<file path="config.mk">
export PLATFORM = sky130hd
export DESIGN_NAME = dspe_cell
export DESIGN_NICKNAME = d
export VERILOG_FILES = /design/src/dspe_pkg.sv /design/src/dspe_cell.sv
export SDC_FILE = /design/constraint.sdc
export NUM_CORES = 1
export LEC_CHECK = 0
export BUFFER_PORTS_ARGS = -buffer_cell sky130_fd_sc_hd__buf_2
export CAP_MARGIN = 25
export CORE_MARGIN = 4
export CORE_UTILIZATION = 68
export DETAILED_ROUTE_END_ITERATION = 7
export PLACE_DENSITY = 0.87
export SYNTH_ARGS = -nofsm -noshare
export SYNTH_HDL_FRONTEND = slang
export SYNTH_SLANG_ARGS = --single-unit
export TNS_END_PERCENT = 30
</file>
<file path="constraint.sdc">
create_clock -name clock -period 15 [get_ports clock]
set_clock_uncertainty 0.05 [all_clocks]
set_input_delay 1.5 -clock clock [delete_from_list [all_inputs] [get_ports clock]]
set_output_delay 1.5 -clock clock [all_outputs]
set_load 0.05 [all_outputs]
</file>
<file path="src/dspe_pkg.sv">
`default_nettype none

package dspe_pkg;

   // Decay factors are unsigned Q0.16
   localparam int DECAY_BITS = 16;
   localparam int DECAY_FRAC = 16;

   // Configuration register file: four groups of four decays each
   localparam int CSR_GROUPS       = 4;
   localparam int DECAYS_PER_GROUP = 4;
   localparam int CSR_DATA_BITS    = DECAY_BITS * DECAYS_PER_GROUP;
   localparam int CSR_INDEX_BITS   = 4;

   localparam logic [CSR_INDEX_BITS-1:0] CSR_DECAYS_A = 4'd0;
   localparam logic [CSR_INDEX_BITS-1:0] CSR_DECAYS_B = 4'd1;
   localparam logic [CSR_INDEX_BITS-1:0] CSR_DECAYS_C = 4'd2;
   localparam logic [CSR_INDEX_BITS-1:0] CSR_DECAYS_D = 4'd3;

   // Stream widths on the ports
   localparam int PORT_LEVEL_BITS = 16;

   // Control that travels with an item from cell to cell
   typedef struct packed {
      logic valid;
      logic frame_start;
   } dspe_ctl_type;

endpackage

`default_nettype wire

</file>
<file path="src/dspe_cell.sv">
`default_nettype none

module dspe_cell
   import dspe_pkg::*;
#(
   parameter int STAGE      = 0,
   parameter int LEVEL_BITS = 16
) (
   input  wire logic                  clock,
   input  wire logic                  reset,
   input  wire logic                  advance,
   input  wire dspe_ctl_type          in_ctl,
   input  wire logic [LEVEL_BITS-1:0] in_level,
   input  wire logic [LEVEL_BITS-1:0] in_first,
   input  wire logic [DECAY_BITS-1:0] decay,
   output      dspe_ctl_type          out_ctl,
   output      logic [LEVEL_BITS-1:0] out_level,
   output      logic [LEVEL_BITS-1:0] out_first
);

   localparam int DEPTH     = 1 << STAGE;
   localparam int CNT_BITS  = STAGE + 1;
   localparam int PROD_BITS = DECAY_BITS + LEVEL_BITS;

   dspe_ctl_type          ctl_ff;
   logic [CNT_BITS-1:0]   cnt_ff;
   logic [CNT_BITS-1:0]   cnt_in;
   logic                  near_in;
   logic                  near_ff;
   logic [LEVEL_BITS-1:0] level_ff;
   logic [LEVEL_BITS-1:0] first_ff;
   logic [LEVEL_BITS-1:0] rd_ff;
   logic                  take;
   logic [LEVEL_BITS-1:0] back;
   logic [PROD_BITS-1:0]  prod;
   logic [LEVEL_BITS-1:0] scaled;

   assign take = advance && in_ctl.valid;

   // Count samples since the picture start, saturating at the look-back distance
   always_comb begin
      if (in_ctl.frame_start) begin
         near_in = 1'b1;
         cnt_in  = CNT_BITS'(1);
      end else begin
         near_in = (cnt_ff < CNT_BITS'(DEPTH));
         cnt_in  = near_in ? cnt_ff + CNT_BITS'(1) : cnt_ff;
      end
   end

   always_ff @(posedge clock) begin
      if (reset) begin
         ctl_ff <= '0;
         cnt_ff <= '0;
      end else begin
         if (advance) begin
            ctl_ff <= in_ctl;
         end
         if (take) begin
            cnt_ff <= cnt_in;
         end
      end
   end

   // Hold the item's payload for the compare step
   always_ff @(posedge clock) begin
      if (advance) begin
         level_ff <= in_level;
         first_ff <= in_first;
         near_ff  <= near_in;
      end
   end

   // Delay line: read the old sample and store the new one at the same slot
   generate
      if (STAGE == 0) begin : g_reg
         logic [LEVEL_BITS-1:0] hist_ff;

         always_ff @(posedge clock) begin
            if (take) begin
               hist_ff <= in_level;
               rd_ff   <= hist_ff;
            end
         end
      end else begin : g_mem
         logic [LEVEL_BITS-1:0] hist_mem [DEPTH];
         logic [STAGE-1:0]      ptr_ff;

         always_ff @(posedge clock) begin
            if (reset) begin
               ptr_ff <= '0;
            end else if (take) begin
               ptr_ff <= ptr_ff + STAGE'(1);
            end
         end

         always_ff @(posedge clock) begin
            if (take) begin
               hist_mem[ptr_ff] <= in_level;
               rd_ff            <= hist_mem[ptr_ff];
            end
         end
      end
   endgenerate

   // Decay the look-back sample and keep the larger value
   always_comb begin
      back      = near_ff ? first_ff : rd_ff;
      prod      = PROD_BITS'(decay) * PROD_BITS'(back);
      scaled    = prod[DECAY_FRAC +: LEVEL_BITS];
      out_level = (scaled > level_ff) ? scaled : level_ff;
      out_first = first_ff;
      out_ctl   = ctl_ff;
   end

endmodule

`default_nettype wire

</file>
==> results of run 1 <==
## worst max-delay path, delay by kind of cell (launching register included)
kind                       cells  cell delay [ns]
AOI/OAI and AO/OA              7             1.90
xor gates and xnor gates       1             0.29
adders and majority gates      8             3.74
buffers and inverters          6             0.49
DFF                            1             0.87
muxes                          2             1.02
and+or+nand+nor                5             0.78
## final timing paths
path,slack [ns],cells past startpoint,end
max,4.01,29,out_level[11]
min,0.37,0,rd_ff[3]
max reg2reg,14.30,0,rd_ff[11]
min reg2reg,0.37,0,rd_ff[3]
## Yosys cell counts (5+ instances only)
master	count
ha_1	117
clkbuf_1	33
o21a_1	5
and2_1	74
edfxtp_1	65
a21oi_1	22
xnor2_1	11
inv_1	249
nor2b_1	43
nor2_1	14
nand2b_1	8
o21ai_0	14
nand2_1	147
mux2_2	25
a21o_1	13
fa_1	193
nand4_1	10
xor2_1	7
## per-layer routing
metal | track usage [%] | up-vias | part of all wire (%)
met5 | 0 | - | 0
met4 | 10.8 | 0 | 3.2
met3 | 4.98 | 75 | 7.6
met2 | 50.4 | 366 | 49
met1 | 39.4 | 3992 | 40
li1 | - | 3524 | -
## registers in the layout (all words and copies together) (netlist names)
| register | flops |
|---|---|
| g_reg.hist_ff | 16 |
| level_ff | 16 |
| out_first | 16 |
| rd_ff | 16 |
| out_ctl | 2 |
| cnt_ff | 1 |
| near_ff | 1 |
## stage by stage
step / instance area, sq um / std cells / setup WS [ns]
2_1_floorplan: 11000 / 1105 / 4.51
3_3_place_gp: 11600 / 1373 / 4.31
3_5_place_dp: 11600 / 1373 / 4.20
4_1_cts: 11900 / 1389 / 4.02
5_1_grt: 11900 / 1389 / 3.53
6_report: 11900 / 1389 / 4.01
## logic make-up (layout without fill, tap and decap cells)
logic type               Yosys count  count (layout)
AO/OA/AOI/OAI                     81              81
adder cells (fa/ha/maj)          310             310
XOR/XNOR                          18              18
multiplexers                      31              31
buffers and inverters            287             355
flip-flops                        68              68
AND/OR/NAND/NOR                  310             310
## final cells by class
type | instances | area (sq um) | area share (%)
well taps | 216 | 270 | 2.27
inverters | 249 | 935 | 7.86
repair buffers | 90 | 460 | 3.87
flip-flops and latches | 68 | 2010 | 16.9
clock inverters | 6 | 48.8 | 0.411
clock buffers | 10 | 229 | 1.93
multi-input cells | 750 | 7930 | 66.7
==> results.sh, run 1 <==
export IMPL_rows=46
export IMPL_fin_util_pct=74.8
export IMPL_final_cell_mix="inv_1, fa_1, nand2_1"
export IMPL_drive_above_1_share_pct=11.9
export IMPL_synth_compound_area_share_pct=4.95
export IMPL_rsz0062_at_grt="no"
export IMPL_crit_required_ns=13.45
export IMPL_syn_cell_area_sq_um=11000
export IMPL_cpMostUsedCell="fa_1"
export IMPL_synth_distinct_cells=51
export IMPL_num_antenna_cells=0
export IMPL_ant_nets=0
export IMPL_port_buffers=86
export IMPL_grt_pass1_wl_mm=43.4
export IMPL_setup_viol=0
export IMPL_synth_top_area_cell="fa_1"
export IMPL_fillers=1103
export IMPL_yosys_warnings=0
export IMPL_r2r_start="g_reg.hist_ff[11]"
export IMPL_grt_pass1_vias=8865
export IMPL_drv_cap=0
export IMPL_timing_fmax_mhz=91.0
export IMPL_area_growth_pct=7.71
export IMPL_cts_resized=0
export IMPL_synthFlopType="edfxtp_1"
export IMPL_die_w_um=135
export IMPL_hold_ws_ns=0.368
export IMPL_yosysSeqAreaShare_pct=18.2
export IMPL_vias_per_cell=5.73
export IMPL_synthCells=1105
export IMPL_initial_core_util_pct=69.5
export IMPL_post_route_period_util_pct=73.2
export IMPL_critPathMaxStageDelay_ns=0.87
export IMPL_clk_pin_slew_ns=0.06
export IMPL_syn_area_per_cell_sq_um=9.99
export IMPL_synth_area_top_cells="fa_1, edfxtp_1, ha_1"
export IMPL_avgRoutedWirePerCell_um=18.0
export IMPL_synth_top_family_by_area="adder cells"
export IMPL_gp_congestion=0.908
export IMPL_grt_max_degree=37
export IMPL_antenna_found_initial=0
export IMPL_grt_usage_pct=29.9
export IMPL_postCtsSetupRepairBufs=0
export IMPL_synth_nets=1468
export IMPL_cts_tree="done"
export IMPL_synthMuxAreaShare_pct=3.19
export IMPL_drcViolationCount=0
export IMPL_netlist_area_leader_share_pct=35.0
export IMPL_period_needed_ns=10.99
export IMPL_via_count=7957
export IMPL_report_final_slew_viol_count=0
export IMPL_crit_start="near_ff"
export IMPL_ios=87
export IMPL_drt_total_wl_mm=25.0
export IMPL_endpoint_kind="output port"
export IMPL_synth_enable_flop_cells=65
export IMPL_synth_xor_area_share_pct=1.43
export IMPL_synth_simple_area_share_pct=14.0
export IMPL_crit_type="reg2out"
export IMPL_tightest_slew_ns=0.802
export IMPL_status="completed"
export IMPL_root_buffer="clkbuf_16"
export IMPL_insertion_delay_ns=0.33
export IMPL_final_common_cell="inv_1"
export IMPL_core_area_sq_um=15900
export IMPL_dieArea_sq_um=18300
export IMPL_cts_buffers_inserted=9
export IMPL_slowest_stage="edfxtp_1"
export IMPL_grt_overflow_total=0
export IMPL_holdCritPathClass="reg2reg"
export IMPL_dr_pass1_iters=5
export IMPL_cp_arrival_ns=9.44
export IMPL_clk_path_buf_depth=2
export IMPL_ys_async_sr_fraction_pct=0
export IMPL_ys_ff_latch=68
export IMPL_clock_sinks=68
export IMPL_max_slew_margin_pct=46.5
export IMPL_worstHoldStart="g_reg.hist_ff[3]"
export IMPL_tns_ns=0
export IMPL_cp_start_kind="register"
export IMPL_htreeDepth=3
export IMPL_synthAdderAreaFrac_pct=48.3
export IMPL_path_max_fanout=18
export IMPL_ctsHoldBuffers=0
export IMPL_drt_iter0_drc=560
export IMPL_die_y_um=135
export IMPL_final_hold_viol_count=0
export IMPL_nNetsFinal=1531
export IMPL_dpl_hpwl_mm=19.7
Power of run 1 is not shown: default switching activity piles up to over one toggle a cycle in this logic, so the estimate is an artifact.
==> inputs of run 2 (changes only) <==
--- a/config.mk
+++ b/config.mk
@@ -5,12 +5,13 @@
 export SDC_FILE = /design/constraint.sdc
 export NUM_CORES = 1
 export LEC_CHECK = 0
+export ABC_AREA = 1
 export BUFFER_PORTS_ARGS = -buffer_cell sky130_fd_sc_hd__buf_2
 export CAP_MARGIN = 25
 export CORE_MARGIN = 4
-export CORE_UTILIZATION = 68
+export CORE_UTILIZATION = 63
 export DETAILED_ROUTE_END_ITERATION = 7
-export PLACE_DENSITY = 0.87
+export PLACE_DENSITY = 0.81
 export SYNTH_ARGS = -nofsm -noshare
 export SYNTH_HDL_FRONTEND = slang
 export SYNTH_SLANG_ARGS = --single-unit
==> constraint.sdc (replaced) <==
create_clock -name clock -period 10.55 [get_ports clock]
set_clock_uncertainty 0.05 [all_clocks]
set_input_delay 1.055 -clock clock [delete_from_list [all_inputs] [get_ports clock]]
set_output_delay 1.055 -clock clock [all_outputs]
set_load 0.05 [all_outputs]
==> results.sh, run 2 <==
export IMPL_grt_pass1_wl_mm=50.9
export IMPL_regToRegSetupSlack_ns=9.84
export IMPL_cpMostUsedCell="fa_1"
export IMPL_slowest_stage="fa_1"
export IMPL_critPathMaxStageDelay_ns=0.61
export IMPL_initial_core_util_pct=64.2
export IMPL_via_count=9389
export IMPL_endpoint_kind="output port"
export IMPL_setup_viol=0
export IMPL_cp_arrival_ns=8.85
export IMPL_status="completed"
export IMPL_avgRoutedWirePerCell_um=18.5
export IMPL_drive_above_1_share_pct=12.1
export IMPL_period_needed_ns=9.95
export IMPL_synthCells=1383
export IMPL_hold_path_depth=0
export IMPL_area_growth_pct=9.61
export IMPL_tightest_slew_ns=0.790
export IMPL_antenna_found_initial=0
export IMPL_clock_sinks=68
export IMPL_yosys_warnings=0
export IMPL_vias_per_cell=5.48
export IMPL_cp_start_kind="register"
export IMPL_gp_congestion=1.02
export IMPL_htreeDepth=3
export IMPL_grt_usage_pct=32.5
export IMPL_max_slew_margin_pct=47.3
export IMPL_post_route_period_util_pct=94.3
export IMPL_ios=87
export IMPL_final_cell_mix="inv_1, nand2_1, fa_1"
export IMPL_grt_pass1_vias=9754
export IMPL_r2r_start="g_reg.hist_ff[6]"
export IMPL_drt_iter0_drc=761
export IMPL_die_w_um=144
export IMPL_reg2reg_depth=0
export IMPL_yosysSeqAreaShare_pct=17.4
export IMPL_fin_util_pct=70.4
export IMPL_grt_max_degree=38
export IMPL_syn_area_per_cell_sq_um=8.37
export IMPL_dieArea_sq_um=20600
export IMPL_ant_nets=0
export IMPL_synthFlopType="edfxtp_1"
export IMPL_insertion_delay_ns=0.32
export IMPL_synth_area_top_cells="fa_1, edfxtp_1, ha_1"
export IMPL_synth_top_area_cell="fa_1"
export IMPL_ctsHoldBuffers=0
export IMPL_timing_fmax_mhz=100
export IMPL_r2r_end="rd_ff[6]"
export IMPL_core_area_sq_um=18000
export IMPL_crit_start="near_ff"
export IMPL_finalWorstSetupSlack_ns=0.596
export IMPL_path_max_fanout=16
export IMPL_drv_cap=0
export IMPL_ys_top_cells_by_count="inv_1, nand2_1, fa_1"
export IMPL_dr_pass1_iters=5
export IMPL_grt_overflow_total=0
export IMPL_syn_cell_area_sq_um=11600
export IMPL_synth_enable_flop_cells=65
export IMPL_ys_async_sr_fraction_pct=0
export IMPL_num_antenna_cells=0
export IMPL_rows=49
export IMPL_nNetsFinal=1842
export IMPL_synth_distinct_cells=39
export IMPL_clk_path_buf_depth=2
export IMPL_ys_ff_latch=68
export IMPL_holdCritPathClass="reg2reg"
export IMPL_crit_end="out_level[0]"
export IMPL_drcViolationCount=0
export IMPL_netlist_area_leader_share_pct=33.4
export IMPL_synth_nets=1746
export IMPL_report_final_slew_viol_count=0
export IMPL_cts_tree="done"
export IMPL_root_buffer="clkbuf_16"
export IMPL_cts_buffers_inserted=9
export IMPL_crit_type="reg2out"
export IMPL_drt_total_wl_mm=31.7
export IMPL_final_hold_viol_count=0
export IMPL_port_buffers=86
export IMPL_pre_cts_ws_ns=0.758
export IMPL_clk_pin_slew_ns=0.05
export IMPL_final_common_cell="inv_1"
export IMPL_synthMostInstantiatedCell="inv_1"
export IMPL_crit_required_ns=9.45
export IMPL_die_y_um=144
export IMPL_dpl_hpwl_mm=26.8
run 2: cell types whose count changed in the layout (fill, tap and decap cells not counted), sizes merged, moves of 24 or more:
cell,change
nor2,+151
nand2,+139
inv,+83
and2,-63
nor2b,-43
mux2,-27
or2,+27
nand3,+24
run 2: worst min-delay path by stage:
stage | to | slack, ns | start
after floorplan | rd_ff[0] | 0.35 | g_reg.hist_ff[0]
after global placement | rd_ff[0] | 0.35 | g_reg.hist_ff[0]
after detailed placement | rd_ff[12] | 0.35 | g_reg.hist_ff[12]
after CTS | rd_ff[7] | 0.36 | g_reg.hist_ff[7]
after global routing | rd_ff[7] | 0.36 | g_reg.hist_ff[7]
final | rd_ff[7] | 0.36 | g_reg.hist_ff[7]
run 2: what timing repair did:
item                                    4_1_cts  5_1_grt
resized for setup                             0        5
endpoints found under the hold margin         0        0
endpoints found under the setup margin        0       13
buffers inserted                              0       18
run 2: area by class of cell:
cell class	count	area, sq um
timing repair buffer	113	653
tap	229	287
inverter	341	1290
clock inverter	5	30.0
fill	1416	5340
sequential	68	2010
multi-input combinational	946	8180
clock buffer	11	233
run 2: per-layer routing:
layer,up-vias,routed length (um),global-route usage (%)
met5,-,0,0
li1,4334,-,-
met2,416,15100,53.9
met1,4556,12800,43.1
met3,83,2460,6.86
met4,0,1330,10.9
run 2: stage by stage:
step / hold slack, ns / cell area (sq um) / cells / TNS, ns
floorplan: 0.350 / 11600 / 1383 / 0
global placement: 0.352 / 12200 / 1675 / 0
detailed placement: 0.355 / 12300 / 1678 / 0
CTS: 0.362 / 12500 / 1694 / 0
global route: 0.365 / 12700 / 1713 / -0.0212
finish: 0.360 / 12700 / 1713 / 0
run 2: cell families (layout without fill, tap and decap cells):
kind of cell | after synthesis | count (layout) | synth area share (%)
AND/OR/NAND/NOR | 537 | 537 | 19.4
flip-flops | 68 | 68 | 17.4
adder cells (fa/ha/maj) | 310 | 310 | 46.0
AO/OA/AOI/OAI | 92 | 92 | 4.56
buffers and inverters | 369 | 470 | 12.0
XOR/XNOR | 7 | 7 | 0.660
run 2: critical path, delay by kind of cell, from the launching register on:
kind / cells / cell delay (ns)
flip-flops: 1 / 0.52
adder cells (fa/ha/maj): 8 / 3.67
AO/OA/AOI/OAI: 6 / 1.38
AND/OR/NAND/NOR: 10 / 1.61
buffers and inverters: 8 / 1.34
Power of run 2 is left out for the same reason.
==> inputs of run 3 (changes only) <==
--- a/config.mk
+++ b/config.mk
@@ -8,8 +8,10 @@
 export ABC_AREA = 1
 export BUFFER_PORTS_ARGS = -buffer_cell sky130_fd_sc_hd__buf_2
 export CAP_MARGIN = 25
+export CELL_PAD_IN_SITES_DETAIL_PLACEMENT = 0
+export CELL_PAD_IN_SITES_GLOBAL_PLACEMENT = 1
 export CORE_MARGIN = 4
-export CORE_UTILIZATION = 63
+export CORE_UTILIZATION = 48
 export DETAILED_ROUTE_END_ITERATION = 7
 export PLACE_DENSITY = 0.81
 export SYNTH_ARGS = -nofsm -noshare
==> results.sh, run 3 (synthesis gave the netlist of run 2 again) <==
export IMPL_die_w_um=163
export IMPL_whs_endpoint="rd_ff[6]"
export IMPL_die_y_um=163
export IMPL_dpl_hpwl_mm=26.8
export IMPL_max_slew_margin_pct=47.4
export IMPL_r2r_start="g_reg.hist_ff[7]"
export IMPL_dr_pass1_iters=5
export IMPL_holdCritPathClass="reg2reg"
export IMPL_cts_buffers_inserted=9
export IMPL_core_area_sq_um=23600
export IMPL_cts_tree="done"
export IMPL_path_max_fanout=20
export IMPL_final_cell_mix="inv_1, nand2_1, fa_1"
export IMPL_avgRoutedWirePerCell_um=17.4
export IMPL_grt_use_met3_pct=4.04
export IMPL_reg2reg_depth=0
export IMPL_tightest_slew_ns=0.789
export IMPL_drt_iter0_drc=482
export IMPL_gp_congestion=0.910
export IMPL_grt_pass1_wl_mm=51.2
export IMPL_report_final_slew_viol_count=0
export IMPL_num_antenna_cells=0
export IMPL_nNetsFinal=1822
export IMPL_setup_viol=0
export IMPL_status="completed"
export IMPL_cpMostUsedCell="fa_1"
export IMPL_grt_use_met1_pct=33.5
export IMPL_drt_total_wl_mm=31.0
export IMPL_final_common_cell="inv_1"
export IMPL_crit_type="reg2out"
export IMPL_grt_max_degree=38
export IMPL_regToRegSetupSlack_ns=9.86
export IMPL_worstHoldStart="g_reg.hist_ff[6]"
export IMPL_port_buffers=86
export IMPL_final_hold_viol_count=0
export IMPL_grt_usage_pct=24.9
export IMPL_via_count=8937
export IMPL_ctsHoldBuffers=0
export IMPL_pre_cts_ws_ns=1.15
export IMPL_root_buffer="clkbuf_16"
export IMPL_htreeDepth=3
export IMPL_ant_nets=0
export IMPL_cts_resized=0
export IMPL_drcViolationCount=0
export IMPL_initial_core_util_pct=49.0
export IMPL_area_growth_pct=9.35
export IMPL_rows=56
export IMPL_top_usage_layer="met2"
export IMPL_clock_sinks=68
export IMPL_critPathMaxStageDelay_ns=0.60
export IMPL_crit_required_ns=9.45
export IMPL_grt_pass1_vias=9550
export IMPL_clk_pin_slew_ns=0.05
export IMPL_fillers=2300
export IMPL_timing_fmax_mhz=102
export IMPL_grt_use_met2_pct=42.0
export IMPL_tns_ns=0
export IMPL_clk_path_buf_depth=2
export IMPL_cp_start_kind="register"
export IMPL_drv_cap=0
export IMPL_insertion_delay_ns=0.32
export IMPL_finalWorstSetupSlack_ns=0.790
export IMPL_antenna_found_initial=0
export IMPL_hold_path_depth=0
export IMPL_endpoint_kind="output port"
export IMPL_vias_per_cell=5.01
export IMPL_cp_arrival_ns=8.66
export IMPL_hold_ws_ns=0.365
export IMPL_period_needed_ns=9.76
export IMPL_post_route_period_util_pct=92.5
export IMPL_slowest_stage="edfxtp_1"
export IMPL_ios=87
export IMPL_rsz0062_at_grt="no"
export IMPL_r2r_end="rd_ff[7]"
export IMPL_grt_overflow_total=0
export IMPL_postCtsSetupRepairBufs=0
export IMPL_dieArea_sq_um=26700
export IMPL_drive_above_1_share_pct=10.3
[run 3: per-layer routing]
metal	wire length (um)	share of wire [%]
met1	13400	43
met2	14900	48
met3	1810	5.8
met4	940	3.0
met5	0	0
[run 3: area by class of cell]
| type | count | area, sq um | share of cell area, % |
|---|---|---|---|
| Sequential cell | 68 | 2010 | 15.9 |
| Clock inverter | 2 | 33.8 | 0.267 |
| Timing Repair Buffer | 93 | 503 | 3.97 |
| Inverter | 341 | 1280 | 10.1 |
| Tap cell | 319 | 399 | 3.15 |
| Clock buffer | 14 | 254 | 2.01 |
| Multi-Input combinational cell | 946 | 8170 | 64.6 |
[run 3: worst max path at each step]
stage	startpoint	to	depth (start not counted)
finish	near_ff	out_level[7]	33
floorplan	out_first[4]	out_level[12]	29
global route	near_ff	out_level[7]	33
CTS	near_ff	out_level[7]	33
detailed placement	near_ff	out_level[7]	33
global placement	near_ff	out_level[14]	32
[run 3: worst max-delay path: cells and delay by family (launching register included)]
kind                     cells  cell delay, ns
adder cells (fa/ha/maj)      8            3.52
flip-flops                   1            0.60
buffers and inverters        8            1.26
AO/OA/AOI/OAI                7            1.42
AND/OR/NAND/NOR             10            1.54
[run 3: metrics by stage]
step	area, sq um	utilization, %	instances
6_report	12700	53.6	1783
5_1_grt	12700	53.6	1783
4_1_cts	12700	53.6	1783
3_5_place_dp	12400	52.4	1767
3_3_place_gp	12300	52.2	1765
2_1_floorplan	11600	-	1383
Power of run 3 is left out for the same reason.
